--- src/design/lsmt_pkg.sv ---
`timescale 1ns / 1ps
// ----------------------------------------------------------------------------
// lsmt_pkg
// Shared constants for the LCD scanline mode timing block: line timing,
// mode codes, status interrupt source bits and register indexes.
// ----------------------------------------------------------------------------
package lsmt_pkg;

   // Line timing, in clock cycles and line numbers
   localparam int unsigned CountWidth    = 10;
   localparam int unsigned LineWidth     = 8;
   localparam int unsigned ElapsedWidth  = 8;

   localparam logic [CountWidth-1:0] LINE_CYCLES  = 10'd456;
   localparam logic [CountWidth-1:0] OAM_END      = 10'd80;
   localparam logic [CountWidth-1:0] TRANSFER_END = 10'd252;
   localparam logic [LineWidth-1:0]  FIRST_VBLANK = 8'd144;
   localparam logic [LineWidth-1:0]  LAST_LINE    = 8'd153;

   // Display mode codes
   localparam logic [1:0] MODE_HBLANK   = 2'd0;
   localparam logic [1:0] MODE_VBLANK   = 2'd1;
   localparam logic [1:0] MODE_OAM      = 2'd2;
   localparam logic [1:0] MODE_TRANSFER = 2'd3;

   // Status interrupt enable bit positions
   localparam int unsigned SRC_HBLANK   = 0;
   localparam int unsigned SRC_VBLANK   = 1;
   localparam int unsigned SRC_OAM      = 2;
   localparam int unsigned SRC_COINCIDE = 3;

   // Register indexes
   localparam int unsigned CsrIndexWidth = 2;
   localparam int unsigned CsrDataWidth  = 8;
   localparam logic [CsrIndexWidth-1:0] CSR_DISPLAY_ENABLE     = 2'd0;
   localparam logic [CsrIndexWidth-1:0] CSR_LINE_COMPARE       = 2'd1;
   localparam logic [CsrIndexWidth-1:0] CSR_STATUS_IRQ_ENABLES = 2'd2;

endpackage

--- src/design/lcd_scanline_mode_timing.sv ---
`timescale 1ns / 1ps
// ----------------------------------------------------------------------------
// lcd_scanline_mode_timing
// Line-cycle counter that steps the display through OAM scan, transfer,
// horizontal blank and vertical blank, with interrupt and render pulses.
// ----------------------------------------------------------------------------
// With the display on, each req adds elapsed_cycles to the line-cycle counter and
// yields exactly one rsp transaction with the mode, line, coincidence flag and
// the pulses caused by that step. The timing state is updated in the cycle a
// transaction is accepted, by one add and a few compares on a 10-bit counter,
// and the result lands in an output register. A new transaction is taken
// every clock, including while a finished result is being taken by the
// consumer; the only stall is an unconsumed result held in the output
// register. Configuration writes are accepted every cycle and take effect on
// the next step; an index beyond the register list is ignored.
// ----------------------------------------------------------------------------
module lcd_scanline_mode_timing (
   input  logic                                 clock,
   input  logic                                 reset,
   // configuration
   input  logic                                 csr_valid,
   output logic                                 csr_ready,
   input  logic [lsmt_pkg::CsrIndexWidth-1:0]   csr_index,
   input  logic [lsmt_pkg::CsrDataWidth-1:0]    csr_wdata,
   // input items
   input  logic                                 req_valid,
   output logic                                 req_ready,
   input  logic [lsmt_pkg::ElapsedWidth-1:0]    req_elapsed_cycles,
   // results
   output logic                                 rsp_valid,
   input  logic                                 rsp_ready,
   output logic [1:0]                           rsp_current_mode,
   output logic [lsmt_pkg::LineWidth-1:0]       rsp_current_line,
   output logic                                 rsp_coincidence,
   output logic                                 rsp_vblank_irq,
   output logic                                 rsp_status_irq,
   output logic                                 rsp_render_line,
   output logic                                 rsp_frame_done
);

   // Configuration registers
   logic                               display_enable_ff;
   logic [lsmt_pkg::LineWidth-1:0]     line_compare_ff;
   logic [3:0]                         irq_enables_ff;

   // Timing state
   logic [lsmt_pkg::CountWidth-1:0]    count_ff, count_in;
   logic [lsmt_pkg::LineWidth-1:0]     line_ff, line_in;
   logic [1:0]                         mode_ff, mode_in;
   logic                               coinc_ff, coinc_in;

   // Result register
   logic                               rsp_valid_ff;
   logic [1:0]                         out_mode_ff;
   logic [lsmt_pkg::LineWidth-1:0]     out_line_ff;
   logic                               out_coinc_ff;
   logic                               out_vblank_ff, vblank_in;
   logic                               out_status_ff, status_in;
   logic                               out_render_ff, render_in;
   logic                               out_frame_ff, frame_in;

   // Step datapath
   logic                               accept;
   logic [lsmt_pkg::CountWidth-1:0]    sum;
   logic                               line_end;
   logic [lsmt_pkg::LineWidth-1:0]     line_inc;
   logic                               wrap;
   logic [lsmt_pkg::LineWidth-1:0]     line_adv;
   logic                               coinc_adv;

   assign csr_ready = 1'b1;
   assign req_ready = !rsp_valid_ff || rsp_ready;
   assign accept    = req_valid && req_ready;

   assign sum      = count_ff + {{(lsmt_pkg::CountWidth-lsmt_pkg::ElapsedWidth){1'b0}},
                                 req_elapsed_cycles};
   assign line_end = (sum >= lsmt_pkg::LINE_CYCLES);
   assign line_inc = line_ff + 8'd1;
   assign wrap     = (line_ff >= lsmt_pkg::LAST_LINE);
   assign line_adv = wrap ? '0 : line_inc;
   assign coinc_adv = (line_adv == line_compare_ff);

   // Next timing state and pulses for one step
   always_comb begin
      count_in  = count_ff;
      line_in   = line_ff;
      mode_in   = mode_ff;
      coinc_in  = coinc_ff;
      vblank_in = 1'b0;
      status_in = 1'b0;
      render_in = 1'b0;
      frame_in  = 1'b0;
      if (!display_enable_ff) begin
         count_in = '0;
         line_in  = '0;
         mode_in  = lsmt_pkg::MODE_HBLANK;
      end else if (line_ff < lsmt_pkg::FIRST_VBLANK) begin
         // visible line
         count_in = sum;
         if (sum < lsmt_pkg::OAM_END) begin
            if (mode_ff != lsmt_pkg::MODE_OAM) begin
               mode_in   = lsmt_pkg::MODE_OAM;
               status_in = irq_enables_ff[lsmt_pkg::SRC_OAM];
            end
         end else if (sum < lsmt_pkg::TRANSFER_END) begin
            mode_in = lsmt_pkg::MODE_TRANSFER;
         end else if (!line_end) begin
            if (mode_ff != lsmt_pkg::MODE_HBLANK) begin
               mode_in   = lsmt_pkg::MODE_HBLANK;
               status_in = irq_enables_ff[lsmt_pkg::SRC_HBLANK];
               render_in = 1'b1;
            end
         end else begin
            // line never exceeds the visible range here, so no wrap
            count_in  = sum - lsmt_pkg::LINE_CYCLES;
            line_in   = line_inc;
            coinc_in  = (line_inc == line_compare_ff);
            status_in = (line_inc == line_compare_ff) &&
                        irq_enables_ff[lsmt_pkg::SRC_COINCIDE];
         end
      end else begin
         // vertical blank lines
         count_in = sum;
         if (mode_ff != lsmt_pkg::MODE_VBLANK) begin
            mode_in   = lsmt_pkg::MODE_VBLANK;
            vblank_in = 1'b1;
            status_in = irq_enables_ff[lsmt_pkg::SRC_VBLANK];
         end
         if (line_end) begin
            count_in = sum - lsmt_pkg::LINE_CYCLES;
            line_in  = line_adv;
            frame_in = wrap;
            coinc_in = coinc_adv;
            if (coinc_adv && irq_enables_ff[lsmt_pkg::SRC_COINCIDE]) begin
               status_in = 1'b1;
            end
         end
      end
   end

   // Configuration, timing state and result register
   always_ff @(posedge clock) begin
      if (reset) begin
         display_enable_ff <= 1'b1;
         line_compare_ff   <= '0;
         irq_enables_ff    <= '0;
         count_ff          <= '0;
         line_ff           <= '0;
         mode_ff           <= lsmt_pkg::MODE_VBLANK;
         coinc_ff          <= 1'b1;
         rsp_valid_ff      <= 1'b0;
      end else begin
         if (csr_valid) begin
            case (csr_index)
               lsmt_pkg::CSR_DISPLAY_ENABLE:     display_enable_ff <= csr_wdata[0];
               lsmt_pkg::CSR_LINE_COMPARE:       line_compare_ff   <= csr_wdata;
               lsmt_pkg::CSR_STATUS_IRQ_ENABLES: irq_enables_ff    <= csr_wdata[3:0];
               default: ;
            endcase
         end
         if (accept) begin
            count_ff     <= count_in;
            line_ff      <= line_in;
            mode_ff      <= mode_in;
            coinc_ff     <= coinc_in;
            rsp_valid_ff <= 1'b1;
         end else if (rsp_ready) begin
            rsp_valid_ff <= 1'b0;
         end
      end
   end

   // Result payload, no reset needed
   always_ff @(posedge clock) begin
      if (accept) begin
         out_mode_ff   <= mode_in;
         out_line_ff   <= line_in;
         out_coinc_ff  <= coinc_in;
         out_vblank_ff <= vblank_in;
         out_status_ff <= status_in;
         out_render_ff <= render_in;
         out_frame_ff  <= frame_in;
      end
   end

   assign rsp_valid        = rsp_valid_ff;
   assign rsp_current_mode = out_mode_ff;
   assign rsp_current_line = out_line_ff;
   assign rsp_coincidence  = out_coinc_ff;
   assign rsp_vblank_irq   = out_vblank_ff;
   assign rsp_status_irq   = out_status_ff;
   assign rsp_render_line  = out_render_ff;
   assign rsp_frame_done   = out_frame_ff;

endmodule

--- config.mk ---
export PLATFORM = sky130hd
export DESIGN_NAME = lcd_scanline_mode_timing
export DESIGN_NICKNAME = d
export VERILOG_FILES = /design/src/design/lsmt_pkg.sv /design/src/design/lcd_scanline_mode_timing.sv
export SDC_FILE = /design/constraint.sdc
export NUM_CORES = 1
export LEC_CHECK = 0
export BUFFER_PORTS_ARGS = -buffer_cell sky130_fd_sc_hd__buf_2
export CORE_UTILIZATION = 63
export CTS_CLUSTER_DIAMETER = 50
export CTS_CLUSTER_SIZE = 24
export DETAILED_ROUTE_END_ITERATION = 8
export PLACE_DENSITY_LB_ADDON = 0.1
export SYNTH_ARGS = -nofsm -noshare
export SYNTH_HDL_FRONTEND = slang
export SYNTH_SLANG_ARGS = --single-unit
--- constraint.sdc ---
create_clock -name clock -period 6.02 [get_ports clock]
set_input_delay 0.903 -clock clock [delete_from_list [all_inputs] [get_ports clock]]
set_output_delay 0.903 -clock clock [all_outputs]
set_load 0.02 [all_outputs]
==> results.md, run 1 <==
* Yosys top cell by area: dfxtp_1
* Final Wtd Congestion at 0.906
* Synth Cell Area at 3430 um^2
* Fin. max-slew vios at 0
* VDD IR max at 0.167 mV
* Crit end category: flop
* Layout cell share with drive strength beyond 1 at 14.6%
* Logic pwr share at 33.8%
* Top_reg_cell synth: dfxtp_1
* RSZ-0062 raised after global routing: false
* P_int at 574 uW
* CTS tree: done
* Sw Share at 36.6%
* Power Density at 246 nW/um^2
* Core box area at 5170 um^2
* Tmin final at 3.91 ns
* Period Utilization, post-route at 65.0%
* Antenna cell count at 0
* Clk_lat worst skew at 0.32 ns
* Pin count of the biggest net entering global routing at 31
* Vias per cell at 6.40
* Die X at 75.8 um
* Clk slew on worst S/H paths at 0.09 ns
* Initial antenna violation count at 0
* Post-synth net total at 440
* Top Ports at 41
* Initial DRC count at 344
* Status: finished clean
* HP Class: reg2reg
* Drc violations at 0
* TNS Setup at 0 ns
* Mapped Cells at 403
* Drt wl/cell at 16.4 um
* Rel. slew slack at 51.9%
* FP Rows at 26
* Fmax at 256 MHz
* Clock Skew at 0.0101 ns
* Grt ovf at 0
* Post-synth top cells: nor2_1, dfxtp_1, nand2_1
* Cell variety after synth at 77
* Worst-Margin Slew at 0.720 ns
* Final hold violations at 0
* HPWL after DPL at 5790 um
* Max cap viols at 0
* # hold bufs at CTS at 0
* Switching pwr at 331 uW
* Crit path required time at 6.18 ns
* Synth area leaders: dfxtp_1, edfxtp_1, ha_1
* Remaining antenna violation count at 0
* Synthesized flop and latch total at 50
* Post-synth EDFFs at 15
* Area of the die at 5750 um^2
* Kind of critical path: in2reg
* TritonCTS Buffers at 5
* Post-synthesis sequential area ratio at 33.5%
* Root Driver: clkbuf_8
* CTS sink count at 50
* Post-layout net count at 462
* Asr flop ratio synth at 0%
* Yosys top cell area share at 20.4%
* Most frequent cell after synthesis: nor2_1
* Tot GR Track Use at 30.1%
* Clock power share at 22.7%
* Vias in the first global route at 2732
* Global-route wire length before repair at 13200 um
* Chip height at 75.8 um
* Sequential power share at 43.6%
* Synth-to-layout area growth at 7.07%
* I/O Buffers at 39
* Drt total wl at 8140 um
* Post_cts resized at 0
* Post-CTS setup buffers at 0
* Static leakage at 0.00145 uW
* Initial Utilization at 66.4%
* Setup violators final at 0
* Drt pass-1 iters at 5
* Max Buffers Root-to-Sink at 2
* H-tree depth at 2
* Warnings, synthesis at 0
* Max Fanout on Critical Path at 19
* Vias at 3173
* Power, Total at 905 uW
* Worst Path Arrival at 4.07 ns
* CP Launch Type: input pin
* Syn Area/Cell at 8.52 um^2
-- registers in the layout (all words and copies together) (netlist names) --
signal,flops
rsp_valid,1
line_compare_ff,8
display_enable_ff,1
rsp_vblank_irq,1
rsp_frame_done,1
line_ff,8
count_ff,10
rsp_render_line,1
irq_enables_ff,4
coinc_ff,1
rsp_status_irq,1
rsp_current_line,8
mode_ff,2
rsp_coincidence,1
rsp_current_mode,2
-- path summary, 6_finish.rpt --
| path | end | startpoint | cells past startpoint | slack (ns) |
|---|---|---|---|---|
| min reg2reg | count_ff[6]$_SDFFE_PP0P_ | count_ff[6]$_SDFFE_PP0P_ | 2 | 0.47 |
| max reg2reg | rsp_current_line[3]$_DFFE_PP_ | count_ff[0]$_SDFFE_PP0P_ | 11 | 2.47 |
| min | count_ff[6]$_SDFFE_PP0P_ | count_ff[6]$_SDFFE_PP0P_ | 2 | 0.47 |
| max | rsp_current_line[3]$_DFFE_PP_ | req_elapsed_cycles[0] | 12 | 2.11 |
-- cell families (layout without fill, tap and decap cells) --
family | after synthesis | after routing | share of synthesized area [%]
xor+xnor | 19 | 19 | 4.85
compound gates | 111 | 111 | 22.9
simple gates | 148 | 148 | 22.7
flops | 50 | 50 | 33.5
mux | 15 | 15 | 4.52
other cells | 1 | 1 | 0.109
buf+inv | 45 | 68 | 6.09
fa+ha+maj | 14 | 14 | 5.32
-- final cells by class --
class	instances	area (um^2)
Multi-Input combinational cell	308	2070
Fill cell	433	1500
Sequential cell	50	1150
Timing Repair Buffer	39	195
Tap cell	70	87.6
Inverter	21	78.8
Clock buffer	6	72.6
Clock inverter	2	17.5
-- power by group through the flow --
| stage | clock (uW) | sequential [uW] | combinational (uW) |
|---|---|---|---|
| floorplan | 0 | 408 | 232 |
| global placement | 0 | 401 | 292 |
| detailed placement | 0 | 401 | 297 |
| CTS | 209 | 394 | 300 |
| global route | 219 | 398 | 336 |
| finish | 205 | 394 | 306 |
-- critical path, cell delays in order --
cell      delay [ns]
buf_2           0.10
ha_1            0.22
fa_1            0.43
a211oi_2        0.36
nor2_1          0.12
xnor2_1         0.46
ha_1            0.24
nand3_1         0.07
nand3_1         0.21
a31oi_4         0.26
or4_1           0.56
a21oi_1         0.14
-- placed cells by master (no fill, tap or decap), types with 4 or more instances in the layout --
cell      count
a211oi_1      7
a21oi_1      26
and2_1        4
buf_2        39
clkbuf_8      5
dfxtp_1      35
edfxtp_1     15
ha_1         13
inv_1        20
mux2i_1      14
nand2_1      32
nand2b_1      4
nand3_1      18
nand4_1      10
nor2_1       37
nor3_1        9
o211ai_1      5
o21ai_0      24
or3_1         4
xnor2_1      15
xor2_1        4
-- layer usage --
metal / share of wire (%) / global-route usage (%) / up-vias
li1: - / - / 1530
met1: 48 / 45.7 / 1495
met2: 44 / 44.2 / 138
met3: 6.7 / 4.63 / 10
met4: 1.1 / 7.61 / 0
met5: 0 / 0 / -
-- per-stage QoR --
stage	util [%]	hold WS [ns]	std cells	worst slack, ns	instance area [um^2]
final	71.1	0.472	496	2.11	3680
after global routing	71.1	0.503	496	1.90	3680
after floorplan	-	0.429	403	2.35	3430
after global placement	69.3	0.450	488	1.97	3590
after detailed placement	69.3	0.454	488	1.86	3590
after CTS	71.1	0.471	496	2.18	3680
Note: power is estimated with default switching activity, not from simulation.
==> run 2: changes to the inputs <==
--- a/config.mk
+++ b/config.mk
@@ -5,8 +5,9 @@
 export SDC_FILE = /design/constraint.sdc
 export NUM_CORES = 1
 export LEC_CHECK = 0
+export ABC_AREA = 1
 export BUFFER_PORTS_ARGS = -buffer_cell sky130_fd_sc_hd__buf_2
-export CORE_UTILIZATION = 63
+export CORE_UTILIZATION = 59
 export CTS_CLUSTER_DIAMETER = 50
 export CTS_CLUSTER_SIZE = 24
 export DETAILED_ROUTE_END_ITERATION = 8
==> constraint.sdc (replaced) <==
create_clock -name clock -period 3.69 [get_ports clock]
set_input_delay 0.5535 -clock clock [delete_from_list [all_inputs] [get_ports clock]]
set_output_delay 0.5535 -clock clock [all_outputs]
set_load 0.02 [all_outputs]
==> results.md, run 2 <==
* Mapped Cells at 493
* Initial antenna violation count at 0
* Critical path, cell by cell: buf_2, ha_1, fa_1, nand3_1, nand2_1, nand2_1, nand2_1, ha_1, nand2_1, nor2_1, nand3_1, nor2_2, nand2_4, nand2_1, nor2_4, nand2_1, nand3_1, nand2_1, nand2_1, nand2_1
* Vias per cell at 5.38
* Clk slew on worst S/H paths at 0.09 ns
* Initial Utilization at 62.2%
* Fin. max-slew vios at 0
* Largest stage delay, worst path at 0.43 ns
* FP Rows at 27
* Yosys top cell by area: dfxtp_1
* Fmax at 329 MHz
* CP max-delay cell: fa_1
* Most frequent CP cell: nand2_1
* Power Density at 445 nW/um^2
* Tmin final at 3.04 ns
* Initial DRC count at 255
* CTS tree: done
* Worst Path Arrival at 3.11 ns
* Synth-to-layout area growth at 8.52%
* Final Wtd Congestion at 0.906
* Commonest non-fill, non-tap cells in the layout: nand2_1, inv_1, nor2_1
* Yosys top cell area share at 20.2%
* Most frequent cell after synthesis: nand2_1
* Antenna cell count at 0
* Core box area at 5570 um^2
* Logic pwr share at 40.4%
* DP Worst Slack at 0.357 ns
* Biggest register: count_ff
* P_int at 1000 uW
* Worst hold slack at 0.478 ns
* H-tree depth at 2
* TritonCTS Buffers at 5
* Post-layout net count at 564
* Area of the die at 6180 um^2
* TNS Setup at 0 ns
* Layout cell share with drive strength beyond 1 at 18.9%
* Drc violations at 0
* Post-synth net total at 530
* Asr flop ratio synth at 0%
* Drt total wl at 7570 um
* Placed cell areas at 3670 um^2
* Max reg flops at 10
* Grt ovf at 0
* Vias at 3228
* Warnings, synthesis at 0
* Worst Slack Setup Final at 0.649 ns
* Drt pass-1 iters at 5
* HPWL after DPL at 5900 um
* Kind of critical path: in2reg
* Die X at 78.6 um
* Syn Area/Cell at 7.03 um^2
* Sw Share at 40.2%
* Max Buffers Root-to-Sink at 2
* Global-route wire length before repair at 12900 um
* Max cap viols at 0
* Pin count of the biggest net entering global routing at 36
* Core Util, Final at 67.5%
* Tot GR Track Use at 26.4%
* CP Launch Type: input pin
* Post_cts resized at 0
* Clock power share at 18.9%
* # hold bufs at CTS at 0
* Clock Skew at 0.0121 ns
* Setup violators final at 0
* Switching pwr at 673 uW
* Synth area leaders: dfxtp_1, nand2_1, edfxtp_1
* Post-synth EDFFs at 15
* Max Fanout on Critical Path at 13
* Final hold violations at 0
* Post-CTS setup buffers at 0
* Rel. slew slack at 54.9%
* Sequential power share at 40.8%
* Static leakage at 0.00186 uW
* Worst-Margin Slew at 0.676 ns
* Vias in the first global route at 2830
* Leading cell type in the layout, fill and taps excluded: nand2_1
* I/O Buffers at 39
* CTS sink count at 50
* Crit path required time at 3.76 ns
* Top_reg_cell synth: dfxtp_1
* Crit end category: flop
* Root Driver: clkbuf_8
* Final instance area at 3760 um^2
* Synth Cell Area at 3460 um^2
* Status: finished clean
* Drt wl/cell at 12.6 um
* VDD IR max at 0.283 mV
* Period Utilization, post-route at 82.4%
* Clk_lat worst skew at 0.31 ns
* Chip height at 78.6 um
* HP Class: in2reg
* Synthesized flop and latch total at 50
* Post-synth top cells: nand2_1, inv_1, nor2_1
* Post-synthesis sequential area ratio at 33.2%
* WP buf/inv at 1
* Cell variety after synth at 36
* Largest delay share family, worst path: simple AND/OR/NAND/NOR gates
* Top Ports at 41
* Remaining antenna violation count at 0
* RSZ-0062 raised after global routing: false
run 2: cell types whose count changed after synthesis, sizes merged, moves of 10 or more:
cell    before  now
inv         21   61
mux2i       14    0
xnor2       15    3
a211oi      10    0
a21oi       26   38
nand2       32  160
nand3       18   41
run 2: cell families (layout without fill, tap and decap cells):
family | count (synthesis) | in the layout | share of synthesized area [%]
buf+inv | 74 | 109 | 9.14
simple gates | 274 | 274 | 38.3
fa+ha+maj | 14 | 14 | 5.27
flops | 50 | 50 | 33.2
compound gates | 72 | 72 | 11.9
xor+xnor | 8 | 8 | 2.02
other cells | 1 | 1 | 0.108
run 2: power by group through the flow:
stage | registers (uW) | clock network, uW | logic, uW
2_1_floorplan | 719 | 0 | 511
3_3_place_gp | 692 | 0 | 651
3_5_place_dp | 694 | 0 | 667
4_1_cts | 682 | 321 | 669
5_1_grt | 690 | 343 | 761
6_report | 683 | 316 | 676
run 2: per-stage QoR:
step | total power, uW | std cells
CTS | 1670 | 600
detailed placement | 1360 | 592
global route | 1790 | 600
finish | 1670 | 600
floorplan | 1230 | 493
global placement | 1340 | 592
run 2: layout make-up:
| class | count | area (um^2) |
|---|---|---|
| clock buffers | 5 | 68.8 |
| clock inverters | 3 | 21.3 |
| fillers | 511 | 1810 |
| inverters | 61 | 229 |
| multi-input cells | 369 | 2000 |
| flip-flops and latches | 50 | 1150 |
| well taps | 72 | 90.1 |
| repair buffers | 40 | 203 |
run 2: path summary, 6_finish.rpt:
path	start	end	slack, ns	cells after the start
worst max register to register	count_ff[0]$_SDFFE_PP0P_	rsp_status_irq$_SDFFCE_PN0P_	0.68	19
worst min register to register	count_ff[7]$_SDFFE_PP0P_	count_ff[7]$_SDFFE_PP0P_	0.48	2
worst min-delay path	csr_wdata[7]	line_compare_ff[7]$_SDFFE_PP0P_	0.48	3
worst max-delay path	req_elapsed_cycles[0]	rsp_status_irq$_SDFFCE_PN0P_	0.65	20
run 2: routing by layer:
layer,wire length (um),vias to the layer above,global-route usage [%],share of wire (%)
li1,-,1664,-,-
met1,3790,1422,40.2,50
met2,3090,129,38.1,41
met3,599,13,4.19,7.9
met4,91,0,7.22,1.2
met5,0,-,0,0
run 2: worst register-to-register path, delay by kind of cell, from the launching register on:
family,cells,cell delay [ns]
flops,1,0.33
simple gates,16,1.54
fa+ha+maj,3,0.90
